## config.mk

```make
export PLATFORM = sky130hd
export DESIGN_NAME = json_token_structure_validator_flat
export DESIGN_NICKNAME = d
export VERILOG_FILES = /design/src/hdl/jtsv_pkg.sv /design/src/hdl/jtsv_ifs.sv /design/src/hdl/jtsv_stack.sv /design/src/hdl/json_token_structure_validator.sv /design/src/flat_wrapper.sv
export SDC_FILE = /design/constraint.sdc
export NUM_CORES = 1
export LEC_CHECK = 0
export BUFFER_PORTS_ARGS = -buffer_cell sky130_fd_sc_hd__buf_4
export CORE_MARGIN = 1.5
export CORE_UTILIZATION = 60
export DETAILED_ROUTE_END_ITERATION = 16
export HOLD_SLACK_MARGIN = 0.1
export PLACE_DENSITY_LB_ADDON = 0.3
export SYNTH_ARGS = -nofsm -noshare
export SYNTH_HDL_FRONTEND = slang
export SYNTH_SLANG_ARGS = --single-unit
```

## constraint.sdc

```tcl
create_clock -name clk -period 10.9 [get_ports clk]
set_clock_uncertainty 0.05 [all_clocks]
set_input_delay 0.545 -clock clk [delete_from_list [all_inputs] [get_ports clk]]
set_output_delay 0.545 -clock clk [all_outputs]
set_load 0.01 [all_outputs]
```

## src/hdl/jtsv_pkg.sv

```systemverilog
// Shared constants, token and expectation codes, and the stack control bundle
// for the JSON token structure validator. No dependencies.
package jtsv_pkg;

	localparam int MAX_DEPTH = 32;
	localparam int ADDR_W    = $clog2(MAX_DEPTH);
	localparam int DEPTH_W   = $clog2(MAX_DEPTH + 1);
	localparam int NEST_W    = 6;
	localparam int LIMIT_W   = 6;
	localparam int TOKEN_W   = 3;
	localparam int STATUS_W  = 2;
	localparam int EXPECT_W  = 3;
	localparam int CMP_W     = (DEPTH_W > LIMIT_W) ? DEPTH_W : LIMIT_W;

	localparam logic [LIMIT_W-1:0] DEPTH_LIMIT_RESET = LIMIT_W'(20);

	// token codes
	localparam logic [TOKEN_W-1:0] TOK_OBJ_OPEN  = 3'd0;
	localparam logic [TOKEN_W-1:0] TOK_OBJ_CLOSE = 3'd1;
	localparam logic [TOKEN_W-1:0] TOK_ARR_OPEN  = 3'd2;
	localparam logic [TOKEN_W-1:0] TOK_ARR_CLOSE = 3'd3;
	localparam logic [TOKEN_W-1:0] TOK_COMMA     = 3'd4;
	localparam logic [TOKEN_W-1:0] TOK_COLON     = 3'd5;
	localparam logic [TOKEN_W-1:0] TOK_QUOTED    = 3'd6;
	localparam logic [TOKEN_W-1:0] TOK_UNQUOTED  = 3'd7;

	// expectation states
	localparam logic [EXPECT_W-1:0] EX_TOP       = 3'd0;
	localparam logic [EXPECT_W-1:0] EX_OBJ_FIRST = 3'd1;
	localparam logic [EXPECT_W-1:0] EX_KEY       = 3'd2;
	localparam logic [EXPECT_W-1:0] EX_COLON     = 3'd3;
	localparam logic [EXPECT_W-1:0] EX_VALUE     = 3'd4;
	localparam logic [EXPECT_W-1:0] EX_ARR_FIRST = 3'd5;
	localparam logic [EXPECT_W-1:0] EX_NEXT      = 3'd6;
	localparam logic [EXPECT_W-1:0] EX_DONE      = 3'd7;

	// result status codes
	localparam logic [STATUS_W-1:0] ST_OK    = 2'd0;
	localparam logic [STATUS_W-1:0] ST_VALID = 2'd1;
	localparam logic [STATUS_W-1:0] ST_ERROR = 2'd2;

	typedef struct packed {
		logic               push;
		logic               pop;
		logic               obj;
		logic [DEPTH_W-1:0] depth_cur;
		logic [DEPTH_W-1:0] depth_nxt;
	} stack_ctrl_t;

endpackage

```

## src/hdl/jtsv_ifs.sv

```systemverilog
// Valid/ready channel interfaces: token input, result output, config write.
// Depends on jtsv_pkg for field widths.
interface jtsv_tok_if;
	logic                          valid;
	logic                          ready;
	logic [jtsv_pkg::TOKEN_W-1:0]  token_type;
	logic                          last_token;
	modport source (output valid, output token_type, output last_token, input ready);
	modport sink   (input valid, input token_type, input last_token, output ready);
endinterface

interface jtsv_res_if;
	logic                          valid;
	logic                          ready;
	logic [jtsv_pkg::STATUS_W-1:0] status;
	logic [jtsv_pkg::NEST_W-1:0]   nesting_depth;
	modport source (output valid, output status, output nesting_depth, input ready);
	modport sink   (input valid, input status, input nesting_depth, output ready);
endinterface

interface jtsv_cfg_if;
	logic                          valid;
	logic                          ready;
	logic [jtsv_pkg::LIMIT_W-1:0]  depth_limit;
	modport source (output valid, output depth_limit, input ready);
	modport sink   (input valid, input depth_limit, output ready);
endinterface

```

## src/hdl/jtsv_stack.sv

```systemverilog
// One-bit context stack: top entry in a register, lower entries in a
// synchronous memory with a registered read. Depends on jtsv_pkg.
module jtsv_stack (
	input  logic                  clk,
	input  logic                  arst_n,
	input  jtsv_pkg::stack_ctrl_t ctrl,
	output logic                  tos
);

	logic                          mem [jtsv_pkg::MAX_DEPTH];
	logic                          rd_q;
	logic                          tos_q;
	logic                          fwd_q;
	logic                          fwd_sel_q;
	logic                          below;
	logic                          wr_en;
	logic [jtsv_pkg::ADDR_W-1:0]   wr_addr;
	logic [jtsv_pkg::ADDR_W-1:0]   rd_addr;
	logic [jtsv_pkg::DEPTH_W-1:0]  wr_full;
	logic [jtsv_pkg::DEPTH_W-1:0]  rd_full;

	// spill the old top on a push; prefetch the entry just below the new top
	assign wr_full = ctrl.depth_cur - jtsv_pkg::DEPTH_W'(1);
	assign rd_full = ctrl.depth_nxt - jtsv_pkg::DEPTH_W'(2);
	assign wr_en   = ctrl.push && (ctrl.depth_cur != '0);
	assign wr_addr = wr_full[jtsv_pkg::ADDR_W-1:0];
	assign rd_addr = rd_full[jtsv_pkg::ADDR_W-1:0];

	always_ff @(posedge clk) begin
		if (wr_en) begin
			mem[wr_addr] <= tos_q;
		end
		rd_q <= mem[rd_addr];
	end

	// the spilled entry is read before it lands; forward it in the cycle after the push
	always_ff @(posedge clk) begin
		fwd_q <= tos_q;
		if (ctrl.push) begin
			tos_q <= ctrl.obj;
		end else if (ctrl.pop) begin
			tos_q <= below;
		end
	end

	always_ff @(posedge clk or negedge arst_n) begin
		if (!arst_n) begin
			fwd_sel_q <= 1'b0;
		end else begin
			fwd_sel_q <= ctrl.push;
		end
	end

	assign below = fwd_sel_q ? fwd_q : rd_q;
	assign tos   = tos_q;

endmodule

```

## src/hdl/json_token_structure_validator.sv

```systemverilog
// Top level of the JSON token structure validator.
// Depends on jtsv_pkg, the channel interfaces in jtsv_ifs.sv and jtsv_stack.
//
// Usage:
//  tok  - one lexed token per beat (token_type, last_token). Accepted when
//         valid and ready are both high.
//  res  - one result beat per token: status (0 fine so far, 1 document
//         complete and valid, 2 structure error) and nesting_depth after
//         the token.
//  cfg  - writes depth_limit (reset value 20); write only while idle.
//  Output: each result is registered and appears in the cycle after its beat.
//  Throughput: one token per cycle while the result is not stalled. The state
//  update is a single read-modify-write on the context stack: the top entry
//  sits in a register and the entry below it is prefetched from the stack
//  memory every cycle, with a forward path covering a push followed by a pop.
//  A stalled result holds in the output register; tok.ready drops only while
//  that register is full and res.ready is low.
//  Reset clears depth, error and expectation state and restores depth_limit;
//  no clearing pass is needed, the stack memory is read only below the
//  current depth. After a token marked last the document state clears.
module json_token_structure_validator (
	input  logic       clk,
	input  logic       arst_n,
	jtsv_tok_if.sink   tok,
	jtsv_res_if.source res,
	jtsv_cfg_if.sink   cfg
);

	// configuration
	logic [jtsv_pkg::LIMIT_W-1:0]   limit_q;

	// document state
	logic [jtsv_pkg::DEPTH_W-1:0]   depth_q;
	logic [jtsv_pkg::EXPECT_W-1:0]  ex_q;
	logic                           err_q;

	// output register
	logic                           res_valid_q;
	logic [jtsv_pkg::STATUS_W-1:0]  res_status_q;
	logic [jtsv_pkg::NEST_W-1:0]    res_depth_q;

	// step logic
	logic                           acc;
	logic                           tos;
	logic [jtsv_pkg::TOKEN_W-1:0]   t;
	logic                           is_open;
	logic                           is_close;
	logic                           is_word;
	logic                           open_obj;
	logic                           close_obj;
	logic                           open_ok;
	logic                           close_ok;
	logic                           want_open;
	logic                           want_close;
	logic                           ok;
	logic                           push_c;
	logic                           pop_c;
	logic [jtsv_pkg::EXPECT_W-1:0]  ex_nxt;
	logic [jtsv_pkg::EXPECT_W-1:0]  ex_after;
	logic [jtsv_pkg::DEPTH_W-1:0]   depth_after;
	logic                           err_now;
	logic [jtsv_pkg::STATUS_W-1:0]  status_c;
	jtsv_pkg::stack_ctrl_t          sctl;

	assign tok.ready = !res_valid_q || res.ready;
	assign cfg.ready = 1'b1;
	assign acc       = tok.valid && tok.ready;
	assign t         = tok.token_type;

	// token classes
	assign open_obj  = (t == jtsv_pkg::TOK_OBJ_OPEN);
	assign is_open   = open_obj || (t == jtsv_pkg::TOK_ARR_OPEN);
	assign close_obj = (t == jtsv_pkg::TOK_OBJ_CLOSE);
	assign is_close  = close_obj || (t == jtsv_pkg::TOK_ARR_CLOSE);
	assign is_word   = (t == jtsv_pkg::TOK_QUOTED) || (t == jtsv_pkg::TOK_UNQUOTED);

	// depth bound is the smaller of depth_limit and the stack size
	assign open_ok  = (depth_q != jtsv_pkg::DEPTH_W'(jtsv_pkg::MAX_DEPTH)) &&
	                  (jtsv_pkg::CMP_W'(depth_q) < jtsv_pkg::CMP_W'(limit_q));
	// a close must match the kind of the innermost open level
	assign close_ok = (depth_q != '0) && (tos == close_obj);

	// expectation automaton
	always_comb begin
		ok         = 1'b0;
		want_open  = 1'b0;
		want_close = 1'b0;
		push_c     = 1'b0;
		pop_c      = 1'b0;
		ex_nxt     = ex_q;
		unique case (ex_q)
			jtsv_pkg::EX_TOP: begin
				want_open = is_open;
			end
			jtsv_pkg::EX_OBJ_FIRST: begin
				want_close = close_obj;
				if (t == jtsv_pkg::TOK_QUOTED) begin
					ok     = 1'b1;
					ex_nxt = jtsv_pkg::EX_COLON;
				end
			end
			jtsv_pkg::EX_KEY: begin
				if (t == jtsv_pkg::TOK_QUOTED) begin
					ok     = 1'b1;
					ex_nxt = jtsv_pkg::EX_COLON;
				end
			end
			jtsv_pkg::EX_COLON: begin
				if (t == jtsv_pkg::TOK_COLON) begin
					ok     = 1'b1;
					ex_nxt = jtsv_pkg::EX_VALUE;
				end
			end
			jtsv_pkg::EX_VALUE: begin
				want_open = is_open;
				if (is_word) begin
					ok     = 1'b1;
					ex_nxt = jtsv_pkg::EX_NEXT;
				end
			end
			jtsv_pkg::EX_ARR_FIRST: begin
				want_open  = is_open;
				want_close = (t == jtsv_pkg::TOK_ARR_CLOSE);
				if (is_word) begin
					ok     = 1'b1;
					ex_nxt = jtsv_pkg::EX_NEXT;
				end
			end
			jtsv_pkg::EX_NEXT: begin
				want_close = is_close;
				if ((t == jtsv_pkg::TOK_COMMA) && (depth_q != '0)) begin
					ok     = 1'b1;
					ex_nxt = tos ? jtsv_pkg::EX_KEY : jtsv_pkg::EX_VALUE;
				end
			end
			jtsv_pkg::EX_DONE: begin
				// trailing tokens after the top-level value are errors
				ok = 1'b0;
			end
			default: begin
				ok = 1'b0;
			end
		endcase
		if (want_open) begin
			ok     = open_ok;
			push_c = open_ok;
			if (open_ok) begin
				ex_nxt = open_obj ? jtsv_pkg::EX_OBJ_FIRST : jtsv_pkg::EX_ARR_FIRST;
			end
		end
		if (want_close) begin
			ok    = close_ok;
			pop_c = close_ok;
			if (close_ok) begin
				ex_nxt = (depth_q == jtsv_pkg::DEPTH_W'(1)) ? jtsv_pkg::EX_DONE
				                                           : jtsv_pkg::EX_NEXT;
			end
		end
	end

	// hold everything once an error has latched
	assign err_now  = err_q || !ok;
	assign ex_after = err_q ? ex_q : ex_nxt;
	always_comb begin
		depth_after = depth_q;
		if (!err_q && push_c) begin
			depth_after = depth_q + jtsv_pkg::DEPTH_W'(1);
		end else if (!err_q && pop_c) begin
			depth_after = depth_q - jtsv_pkg::DEPTH_W'(1);
		end
	end

	always_comb begin
		priority if (err_now) begin
			status_c = jtsv_pkg::ST_ERROR;
		end else if (tok.last_token) begin
			status_c = (ex_after == jtsv_pkg::EX_DONE) ? jtsv_pkg::ST_VALID
			                                           : jtsv_pkg::ST_ERROR;
		end else begin
			status_c = jtsv_pkg::ST_OK;
		end
	end

	// stack control: act only on an accepted beat
	always_comb begin
		sctl.push      = acc && !err_q && push_c;
		sctl.pop       = acc && !err_q && pop_c;
		sctl.obj       = open_obj;
		sctl.depth_cur = depth_q;
		if (!acc) begin
			sctl.depth_nxt = depth_q;
		end else if (tok.last_token) begin
			sctl.depth_nxt = '0;
		end else begin
			sctl.depth_nxt = depth_after;
		end
	end

	jtsv_stack u_stack (
		.clk    (clk),
		.arst_n (arst_n),
		.ctrl   (sctl),
		.tos    (tos)
	);

	// configuration register
	always_ff @(posedge clk or negedge arst_n) begin
		if (!arst_n) begin
			limit_q <= jtsv_pkg::DEPTH_LIMIT_RESET;
		end else if (cfg.valid && cfg.ready) begin
			limit_q <= cfg.depth_limit;
		end
	end

	// document state: advance on each beat, clear after the last token
	always_ff @(posedge clk or negedge arst_n) begin
		if (!arst_n) begin
			depth_q <= '0;
			ex_q    <= jtsv_pkg::EX_TOP;
			err_q   <= 1'b0;
		end else if (acc) begin
			if (tok.last_token) begin
				depth_q <= '0;
				ex_q    <= jtsv_pkg::EX_TOP;
				err_q   <= 1'b0;
			end else begin
				depth_q <= depth_after;
				ex_q    <= ex_after;
				err_q   <= err_now;
			end
		end
	end

	// output register: load on accept, drop when taken
	always_ff @(posedge clk or negedge arst_n) begin
		if (!arst_n) begin
			res_valid_q <= 1'b0;
		end else if (acc) begin
			res_valid_q <= 1'b1;
		end else if (res.ready) begin
			res_valid_q <= 1'b0;
		end
	end

	always_ff @(posedge clk) begin
		if (acc) begin
			res_status_q <= status_c;
			res_depth_q  <= depth_after[jtsv_pkg::NEST_W-1:0];
		end
	end

	assign res.valid         = res_valid_q;
	assign res.status        = res_status_q;
	assign res.nesting_depth = res_depth_q;

endmodule

```

## src/flat_wrapper.sv

```systemverilog
// flat-port wrapper written by rule: the top's interface ports become plain ports
module json_token_structure_validator_flat 
  (clk, arst_n, tok_valid, tok_token_type, tok_last_token, tok_ready, res_valid, res_status, res_nesting_depth, res_ready, cfg_valid, cfg_depth_limit, cfg_ready);
  jtsv_tok_if tok_i ();
  jtsv_res_if res_i ();
  jtsv_cfg_if cfg_i ();
  input  logic clk;
  input  logic arst_n;
  input wire logic [$bits(tok_i.valid)-1:0] tok_valid;
  input wire logic [$bits(tok_i.token_type)-1:0] tok_token_type;
  input wire logic [$bits(tok_i.last_token)-1:0] tok_last_token;
  output wire logic [$bits(tok_i.ready)-1:0] tok_ready;
  output wire logic [$bits(res_i.valid)-1:0] res_valid;
  output wire logic [$bits(res_i.status)-1:0] res_status;
  output wire logic [$bits(res_i.nesting_depth)-1:0] res_nesting_depth;
  input wire logic [$bits(res_i.ready)-1:0] res_ready;
  input wire logic [$bits(cfg_i.valid)-1:0] cfg_valid;
  input wire logic [$bits(cfg_i.depth_limit)-1:0] cfg_depth_limit;
  output wire logic [$bits(cfg_i.ready)-1:0] cfg_ready;
  assign tok_i.valid = tok_valid;
  assign tok_i.token_type = tok_token_type;
  assign tok_i.last_token = tok_last_token;
  assign tok_ready = tok_i.ready;
  assign res_valid = res_i.valid;
  assign res_status = res_i.status;
  assign res_nesting_depth = res_i.nesting_depth;
  assign res_i.ready = res_ready;
  assign cfg_i.valid = cfg_valid;
  assign cfg_i.depth_limit = cfg_depth_limit;
  assign cfg_ready = cfg_i.ready;
  json_token_structure_validator u_core (.clk(clk), .arst_n(arst_n), .tok(tok_i), .res(res_i), .cfg(cfg_i));
endmodule
```

# ---- After elaboration in Yosys (flattened, before gate mapping)
# Memory sizes are Yosys's and may differ from the RTL's. A register that Yosys moved wholly into a read port is not among the register bits.
# Cells that the tools add are included.
dict set report totals {
  ff_bits 28
  mem_bits_rw 32
  inputBits 15
  out_inout_bits 11
  wordCells 100
  mem_count 1
}
dict set report op_classes {
  add_sub_neg 3
  n_lt_le_gt_ge 1
  n_eq_ne 17
  mux 39
  bitwise 1
  n_reduce_logical 27
}
# name words word_bits rd rd_ports_with_merged_regs wr line
set mem_list {}
lappend mem_list {u_core.u_stack.mem 32 1 1 1 1 jtsv_stack.sv:10} ;# logic mem [jtsv_pkg::MAX_DEPTH];
# cell count
set ops {}
lappend ops {{3-bit two-way mux} 12}
lappend ops {{3-bit == test (second input constant)} 8}
lappend ops {{6-bit two-way mux} 4}
lappend ops {{1-bit two-way mux} 18}
lappend ops {{3-bit by 2-bit == test with 1-bit output (second input constant)} 4}
lappend ops {{3-bit one-hot mux with 4 select lines} 1}
lappend ops {{1-bit logical AND} 10}
lappend ops {{6-bit by 1-bit adder with 6-bit output (second input constant)} 1}
lappend ops {{3-bit by 1-bit == test with 1-bit output (second input constant)} 2}
lappend ops {{6-bit by 1-bit == test with 1-bit output (second input constant)} 1}
lappend ops {{3-bit zero test} 2}
lappend ops {{6-bit less-than comparator} 1}
lappend ops {{6-bit != test (second input constant)} 1}
lappend ops {{6-bit nonzero test} 1}
lappend ops {{2-bit OR reduction} 3}
lappend ops {{6-bit by 1-bit subtractor with 6-bit output (second input constant)} 1}
lappend ops {{1-bit logical OR} 5}
lappend ops {{5-bit by 2-bit subtractor with 5-bit output (second input constant)} 1}
lappend ops {{2-bit two-way mux} 2}
lappend ops {{1-bit one-hot mux with 4 select lines} 1}
lappend ops {{2-bit nonzero test} 2}
lappend ops {{1-bit zero test} 3}
lappend ops {{1-bit one-hot mux with 3 select lines} 1}
lappend ops {{3-bit OR reduction} 1}
lappend ops {{2 further kinds} 2}

# ---- Longest topological paths before layout
# Gate-level depths: netlist (run 1).
dict set report logic_depth {
  word_depth 12
  depth_mapped 15
  depth_no_buf 15
}

# ---- Cells and area by module
# From an unflattened synthesis (run 1), not the netlist that was laid out.
dict set report hier_totals {
  cells_unflattened 328
  hier_area_um2 3429.5
}
# mod n_inst cells_per_inst area_each_um2 seq_area_each_um2
set modules_own_cells {}
lappend modules_own_cells {json_token_structure_validator 1 193 1722.9 668.1}
lappend modules_own_cells {jtsv_stack 1 135 1706.6 1056.0}

# ---- Worst setup path before layout (run 1)
# Ideal clock, no wire load.
dict set report synth_path {
  path_type {register -> register}
  from {reg u_core.depth_q[0] in the netlist's numbering}
  to {reg u_core.u_stack.rd_q, read port of u_core.u_stack.mem}
  setup_time_ns 0.124
  arrival_time_ns 3.509
  t_required_ns 10.726
  slack_ns 7.217
  path_stages_with_launch 15
  path_buffers 1
  period_less_slack_ns 3.683
  path_cell_list {dfrtp_1 inv_1 ha_1 or4b_4 o211ai_4 nor4b_1 a311o_1 o221a_2 buf_6 ha_1 nand2b_1 o32ai_1 nor4_1 a22oi_2 nand3_1}
}
dict set report synth_between {
  elab_chain_len 9
  word_cells_on_any_way 16
  classes_between {add/sub (3); order compare (1); eq/ne (1); mux (6); reduce/logical (5)}
}
# item line
set synth_lines {}
lappend synth_lines {{start, declared} json_token_structure_validator.sv:33} ;# logic [jtsv_pkg::DEPTH_W-1:0] depth_q;
lappend synth_lines {{start signal, assigned} json_token_structure_validator.sv:227} ;# depth_q <= depth_after;
lappend synth_lines {{branches (longest 7 deep; another with 6-bit less-than comparator)} -}
lappend synth_lines {{6-bit two-way mux (*)} -}
lappend synth_lines {{5-bit by 2-bit subtractor with 5-bit output (*)} jtsv_stack.sv:24} ;# assign rd_full = ctrl.depth_nxt - jtsv_pkg::DEPTH_W'(2);
lappend synth_lines {{end, declared} jtsv_stack.sv:11} ;# logic rd_q;
# Mark *: on every way between the ends.
# A chain may end at the register's enable or synchronous reset.

# ---- Final worst setup path (run 1)
# Same ends and word-level chain as after synthesis.

==> impl_metrics.env, run 1 <==
export IMPL_critPathMostFrequentCell="ha_1"
export IMPL_cts_buffers=9
export IMPL_grt_pass1_wl_um=14600
export IMPL_drive_above_1_share_pct=16.5
export IMPL_hold_class="in -> reg"
export IMPL_cpLargestDelayFamily="compound AO/OA/AOI/OAI gates"
export IMPL_final_nets=410
export IMPL_critPathSlowestCell="or4b_4"
export IMPL_place_inst=447
export IMPL_slowest_delay_ns=0.56
export IMPL_setup_viol=0
export IMPL_max_freq_mhz=231
export IMPL_stdcell_count=464
export IMPL_clockRootBuffer="clkbuf_8"
export IMPL_grt_overflow=0
export IMPL_clockBufferDepth=2
export IMPL_layout_commonest_cell="nor2_1"
export IMPL_critPathBufInv=1
export IMPL_fin_total_pwr_mw=0.777
export IMPL_avgSynthCellArea_um2=9.98
export IMPL_async_flop_share_pct=29.5
export IMPL_clkSinkCount=61
export IMPL_mostFrequentLayoutCells="nor2_1 (55), edfxtp_1 (41), nand2_1 (36)"
export IMPL_yosys_warnings=0
export IMPL_drv_slew=0
export IMPL_cap_violations=0
export IMPL_power_leakage_nw=1.51
export IMPL_dp_hpwl_um=6460
export IMPL_die_area_um2=6530
export IMPL_fin_crit_sh_pct=39.7
export IMPL_grtUsageTotal_pct=30.3
export IMPL_gp_congestion=0.963
export IMPL_maxSlewHeadroom_pct=29.1
export IMPL_arrival_ns=4.50
export IMPL_syn_area_um2=3630
export IMPL_cts_tree="yes"
export IMPL_n_fill_cell=487
export IMPL_tightest_slew_ns=1.06
export IMPL_synth_edf_count=41
export IMPL_fin_tns_setup_ns=0
export IMPL_swShare_pct=37.9
export IMPL_syn_to_final_growth_pct=10.8
export IMPL_grt_pass1_vias=2824
export IMPL_synth_seq_cells=61
export IMPL_cts_repair_resized=0
export IMPL_p_per_area_nw_per_um2=193
export IMPL_critical_path_class="reg -> reg"
export IMPL_synth_main_ff_cell="edfxtp_1"
export IMPL_n_antenna_cell=0
export IMPL_p_sw_mw=0.295
export IMPL_dr_pass1_iters=5
export IMPL_grt_start_max_net_pins=37
export IMPL_p_comb_share_pct=35.8
export IMPL_htreeDepth=3
export IMPL_coreArea_um2=5890
export IMPL_io_pins=26
export IMPL_wire_per_inst_um=19.4
export IMPL_hold_viol=0
export IMPL_regArea_um2=1720
export IMPL_post_route_min_period_ns=4.32
export IMPL_cp_start_kind="register"
export IMPL_clkPwrFrac_pct=25.6
export IMPL_postSynthCellCount=364
export IMPL_antenna_found_initial=0
export IMPL_multi_input_area_um2=1740
export IMPL_synth_seq_area_share_pct=47.5
export IMPL_rows=28
export IMPL_drcViolationCount=0
export IMPL_rsz0062_at_grt="no"
export IMPL_power_frac_seq_pct=38.5
export IMPL_die_x_um=80.8
export IMPL_internal_power_mw=0.482
export IMPL_required_ns=11.07
export IMPL_ant_nets=0
export IMPL_crit_path_end_kind="register"
export IMPL_path_cells="inv_1 -> ha_1 -> or4b_4 -> o211ai_4 -> nor4b_1 -> a311o_1 -> o221a_2 -> ha_1 -> nand2b_1 -> o32ai_1 -> nor4_1 -> a22oi_2 -> nand3_1"
export IMPL_viasPerCell=6.41
export IMPL_io_buffers=24
export IMPL_peakVddDrop_uv=137
export IMPL_path_clk_slew_ns=0.07
export IMPL_ys_types=74
export IMPL_crit_fanout=13
export IMPL_status="completed"
export IMPL_initial_core_util_pct=61.7
export IMPL_via_count=2973
export IMPL_die_h_um=80.8
export IMPL_drt_first_iter_violations=419
export IMPL_routed_wl_um=9020
export IMPL_syn_num_nets=390
export IMPL_clock_latency_ns=0.33
## sequential cells by signal, summed over array words and instances (netlist names), 2 cells and up
signal / count
u_core.ex_q: 3
u_core.res.status: 2
u_core.u_stack.mem: 32
u_core.limit_q: 6
u_core.res.nesting_depth: 6
u_core.depth_q: 6
## worst register-to-register path, stage by stage, from the launching register on
cell	delay (ns)
dfrtp_1	0.50
inv_1	0.28
ha_1	0.49
or4b_4	0.56
o211ai_4	0.23
nor4b_1	0.08
a311o_1	0.35
o221a_2	0.35
ha_1	0.37
nand2b_1	0.23
o32ai_1	0.34
nor4_1	0.11
a22oi_2	0.19
nand3_1	0.08
## power groups by stage
stage                     registers (mW)  clock network, mW  logic [mW]
after detailed placement           0.304                  0       0.271
after global placement             0.303                  0       0.266
after CTS                          0.299              0.202       0.273
after global routing               0.302              0.212       0.304
final                              0.299              0.199       0.279
after floorplan                    0.288                  0       0.223
## layout make-up
| type | instances | share of cell area, % |
|---|---|---|
| tap | 75 | 2.33 |
| sequential | 61 | 42.9 |
| clock inverter | 7 | 1.84 |
| timing repair buffer | 25 | 4.73 |
| multi-input combinational | 266 | 43.2 |
| inverter | 21 | 1.96 |
| clock buffer | 9 | 3.08 |
## repair_timing
| item | in CTS | in global routing |
|---|---|---|
| buffers inserted | 0 | 0 |
| hold endpoints to repair | 16 | 0 |
| hold buffers | 1 | 0 |
## metal layers
| metal | GRT usage [%] | up-vias | part of all wire [%] |
|---|---|---|---|
| li1 | - | 1381 | - |
| met1 | 44.1 | 1405 | 44 |
| met2 | 44.4 | 167 | 46 |
| met3 | 6.40 | 20 | 9.2 |
| met4 | 12.2 | 0 | 1.7 |
| met5 | 0 | - | 0 |
## logic make-up (layout without fill, tap and decap cells)
family,after synthesis,after routing,share of synthesized area (%)
other cells,1,1,0.103
compound gates,83,83,17.5
buf+inv,37,62,4.65
mux,9,9,3.00
xor+xnor,8,8,1.93
flops,61,61,47.5
fa+ha+maj,11,11,3.79
simple gates,154,154,21.6
## worst paths after layout
check                                  startpoint                  end  slack, ns  depth (start not counted)
worst max-delay path            u_core.depth_q[0]  u_core.u_stack.rd_q       6.58                         13
worst min-delay path                    tok_valid     u_core.res.valid       0.36                          2
worst max register to register  u_core.depth_q[0]  u_core.u_stack.rd_q       6.58                         13
worst min register to register  u_core.limit_q[4]    u_core.limit_q[4]       0.47                          2
max in group asynchronous                  arst_n    u_core.limit_q[2]       9.94                          2
min in group asynchronous                  arst_n    u_core.limit_q[5]       0.59                          2
## cells in the mapped netlist, types with 6 or more instances
cell type / instances / area, um^2
inv_1: 17 / 63.8
o22a_1: 6 / 52.6
clkbuf_1: 8 / 30.0
nand4_1: 6 / 37.5
edfxtp_1: 41 / 1230
nor2_1: 55 / 206
nand2_1: 36 / 135
a21oi_1: 14 / 70.1
dfrtp_1: 16 / 400
a32oi_1: 6 / 52.6
ha_1: 11 / 138
o21ai_0: 13 / 65.1
o21a_1: 6 / 45.0
nor3_1: 11 / 55.1
## through the flow
stage / instance area, um^2 / setup slack [ns] / hold WS, ns / utilization [%]
floorplan: 3630 / 7.22 / 0.199 / -
global placement: 3810 / 6.81 / 0.386 / 64.8
detailed placement: 3810 / 6.64 / 0.394 / 64.8
CTS: 4020 / 6.61 / 0.345 / 68.3
global route: 4020 / 6.35 / 0.356 / 68.3
finish: 4020 / 6.58 / 0.358 / 68.3
No activity file was read; power rests on OpenSTA's default activity.
==> run 2: changes to the inputs <==
- ABC_AREA: default -> 1
- CORE_UTILIZATION: 60 -> 55
- clock period: 10.9 -> 3.6 ns (I/O delays scaled with it)
==> run 2 against run 1 <==
Synthesized cell count increased by 20%. Count of clock-buffer cells in the layout unchanged. Area after synthesis decreased by 0.38%. Largest power group unchanged. Highest routed layer unchanged.
==> impl_metrics.env, run 2 <==
export IMPL_cts_buffers=9
export IMPL_via_count=2997
export IMPL_clkSinkCount=61
export IMPL_final_nets=512
export IMPL_cts_repair_resized=0
export IMPL_drcViolationCount=0
export IMPL_hold_class="in -> reg"
export IMPL_postSynthCellCount=438
export IMPL_clockRootBuffer="clkbuf_8"
export IMPL_fin_crit_sh_pct=85.8
export IMPL_gp_congestion=0.949
export IMPL_synth_edf_count=41
export IMPL_top_register="u_core.u_stack.mem"
export IMPL_fin_total_pwr_mw=2.20
export IMPL_grtUsageTotal_pct=25.4
export IMPL_synth_top_area_share_pct=34.0
export IMPL_grt_overflow=0
export IMPL_clockBufferDepth=2
export IMPL_yosys_area_top_type="edfxtp_1"
export IMPL_fin_tns_setup_ns=0
export IMPL_async_flop_share_pct=29.5
export IMPL_syn_area_um2=3620
export IMPL_drt_first_iter_violations=192
export IMPL_io_pins=26
export IMPL_layout_setup_ws_ns=0.512
export IMPL_antenna_found_initial=0
export IMPL_crit_path_end_kind="register"
export IMPL_setup_viol=0
export IMPL_largest_reg_flops=32
export IMPL_post_cts_buffers=0
export IMPL_hold_viol=0
export IMPL_tightest_slew_ns=0.569
export IMPL_drive_above_1_share_pct=14.9
export IMPL_rows=29
export IMPL_rsz0062_at_grt="no"
export IMPL_ys_top_cells_by_area="edfxtp_1 (34%), nand2_1 (11%), dfrtp_1 (11%), nand3_1 (6.8%), inv_1 (5.8%)"
export IMPL_maxSlewHeadroom_pct=61.9
export IMPL_grt_pass1_vias=2949
export IMPL_dr_pass1_iters=5
export IMPL_grt_pass1_wl_um=13900
export IMPL_path_clk_slew_ns=0.07
export IMPL_clock_latency_ns=0.35
export IMPL_ys_types=44
export IMPL_coreArea_um2=6350
export IMPL_highest_layer="met4"
export IMPL_n_antenna_cell=0
export IMPL_status="completed"
export IMPL_met1Wirelength_um=3660
export IMPL_mostFrequentLayoutCells="nand2_1 (109), inv_1 (56), nor2_1 (53)"
export IMPL_max_freq_mhz=324
export IMPL_die_area_um2=7070
export IMPL_yosys_warnings=0
export IMPL_drv_slew=0
export IMPL_synth_main_ff_cell="edfxtp_1"
export IMPL_peakVddDrop_uv=322
export IMPL_routed_wl_um=8100
export IMPL_grt_start_max_net_pins=34
export IMPL_dp_hpwl_um=5800
export IMPL_synth_most_common_cell="nand2_1"
export IMPL_crit_fanout=9
export IMPL_dpl_instance_area_um2=3850
export IMPL_hold_depth=2
export IMPL_p_per_area_nw_per_um2=521
export IMPL_htreeDepth=3
export IMPL_power_leakage_nw=1.90
export IMPL_synth_seq_area_share_pct=47.7
export IMPL_wl_met2_um=3980
export IMPL_cp_start_kind="register"
export IMPL_wire_per_inst_um=14.3
export IMPL_die_x_um=84.1
export IMPL_wl_met3_um=335
export IMPL_initial_core_util_pct=57.0
export IMPL_avgSynthCellArea_um2=8.26
export IMPL_required_ns=3.80
export IMPL_synth_seq_cells=61
export IMPL_syn_num_nets=464
export IMPL_critical_path_class="reg -> reg"
export IMPL_reg2reg_depth=19
export IMPL_viasPerCell=5.28
export IMPL_die_h_um=84.1
export IMPL_ant_nets=0
export IMPL_cts_tree="yes"
export IMPL_synthTopCellsByCount="nand2_1 (109), inv_1 (56), nor2_1 (53)"
export IMPL_post_route_min_period_ns=3.09
export IMPL_finalInstanceArea_um2=4220
export IMPL_syn_to_final_growth_pct=16.6
export IMPL_layout_commonest_cell="nand2_1"
export IMPL_place_ws_ns=0.545
export IMPL_io_buffers=24
export IMPL_arrival_ns=3.29
export IMPL_cap_violations=0
[run 2: cell count changes after synthesis, sizes merged, moves of 5 or more]
cell and change:
nand2 +78, inv +45, a32oi -6, clkbuf -6
nor4 -5, nor2b -5, o21a -6, o22a -6
a21oi -8, and3 -7, nand3 +52
[run 2: area by class of cell]
type,instances,area (um^2)
multi-input cells,303,1580
clock inverters,7,51.3
flip-flops and latches,61,1720
clock buffers,9,124
inverters,64,243
fillers,505,2130
repair buffers,47,400
well taps,77,96.3
[run 2: metal layers]
layer | vias to the layer above | track usage (%)
li1 | 1526 | -
met1 | 1394 | 33.8
met2 | 65 | 42.1
met3 | 12 | 4.75
met4 | 0 | 8.20
met5 | - | 0
[run 2: worst paths after layout]
kind | start | end | slack, ns
max in group asynchronous | arst_n | u_core.limit_q[2] | 3.03
hold reg to reg | u_core.res.valid | u_core.res.valid | 0.47
hold / removal | cfg_valid | u_core.limit_q[0] | 0.11
setup / recovery | u_core.depth_q[0] | u_core.u_stack.rd_q | 0.51
setup reg to reg | u_core.depth_q[0] | u_core.u_stack.rd_q | 0.51
min in group asynchronous | arst_n | u_core.depth_q[2] | 0.20
[run 2: logic make-up (layout without fill, tap and decap cells)]
kind of cell	Yosys count	count (layout)	share of synthesized area (%)
multiplexers	2	2	0.588
adder cells (fa/ha/maj)	11	11	3.80
buffers and inverters	74	127	8.72
flip-flops	61	61	47.7
XOR/XNOR	7	7	1.90
AO/OA/AOI/OAI	34	34	5.64
AND/OR/NAND/NOR	248	248	31.6
other	1	1	0.104
[run 2: repair_timing]
item / CTS / global route
hold buffers: 19 / 0
endpoints found under the setup margin: 0 / 0
endpoints found under the hold margin: 26 / 0
[run 2: worst max-delay path: stages, from the launching register on]
cell and delay (ns):
dfrtp_1 0.47, inv_1 0.16, ha_1 0.31, nand3_4 0.13, nor2_1 0.07, nor2_2 0.22
nand3_4 0.17, nand2_1 0.09, o21ai_1 0.06, nand2_1 0.05, o21ai_1 0.08, o22ai_1 0.23
inv_1 0.08, ha_1 0.36, inv_1 0.14, nand3_1 0.10, nand3_1 0.08, nand2_1 0.05
nand2_1 0.05, nand2_1 0.04
[run 2: metrics by stage]
step / hold slack (ns) / utilization, % / std cells
global route: 0.115 / 66.4 / 568
finish: 0.110 / 66.4 / 568
floorplan: -0.166 / - / 438
global placement: 0.0205 / 60.7 / 533
detailed placement: 0.0255 / 60.7 / 533
CTS: 0.101 / 66.4 / 568
[run 2: power by group]
group          internal, mW  switching [mW]  total (mW)
clock network         0.251           0.288       0.539
logic                 0.261           0.532       0.793
registers             0.814          0.0519       0.866
total                  1.33           0.871        2.20
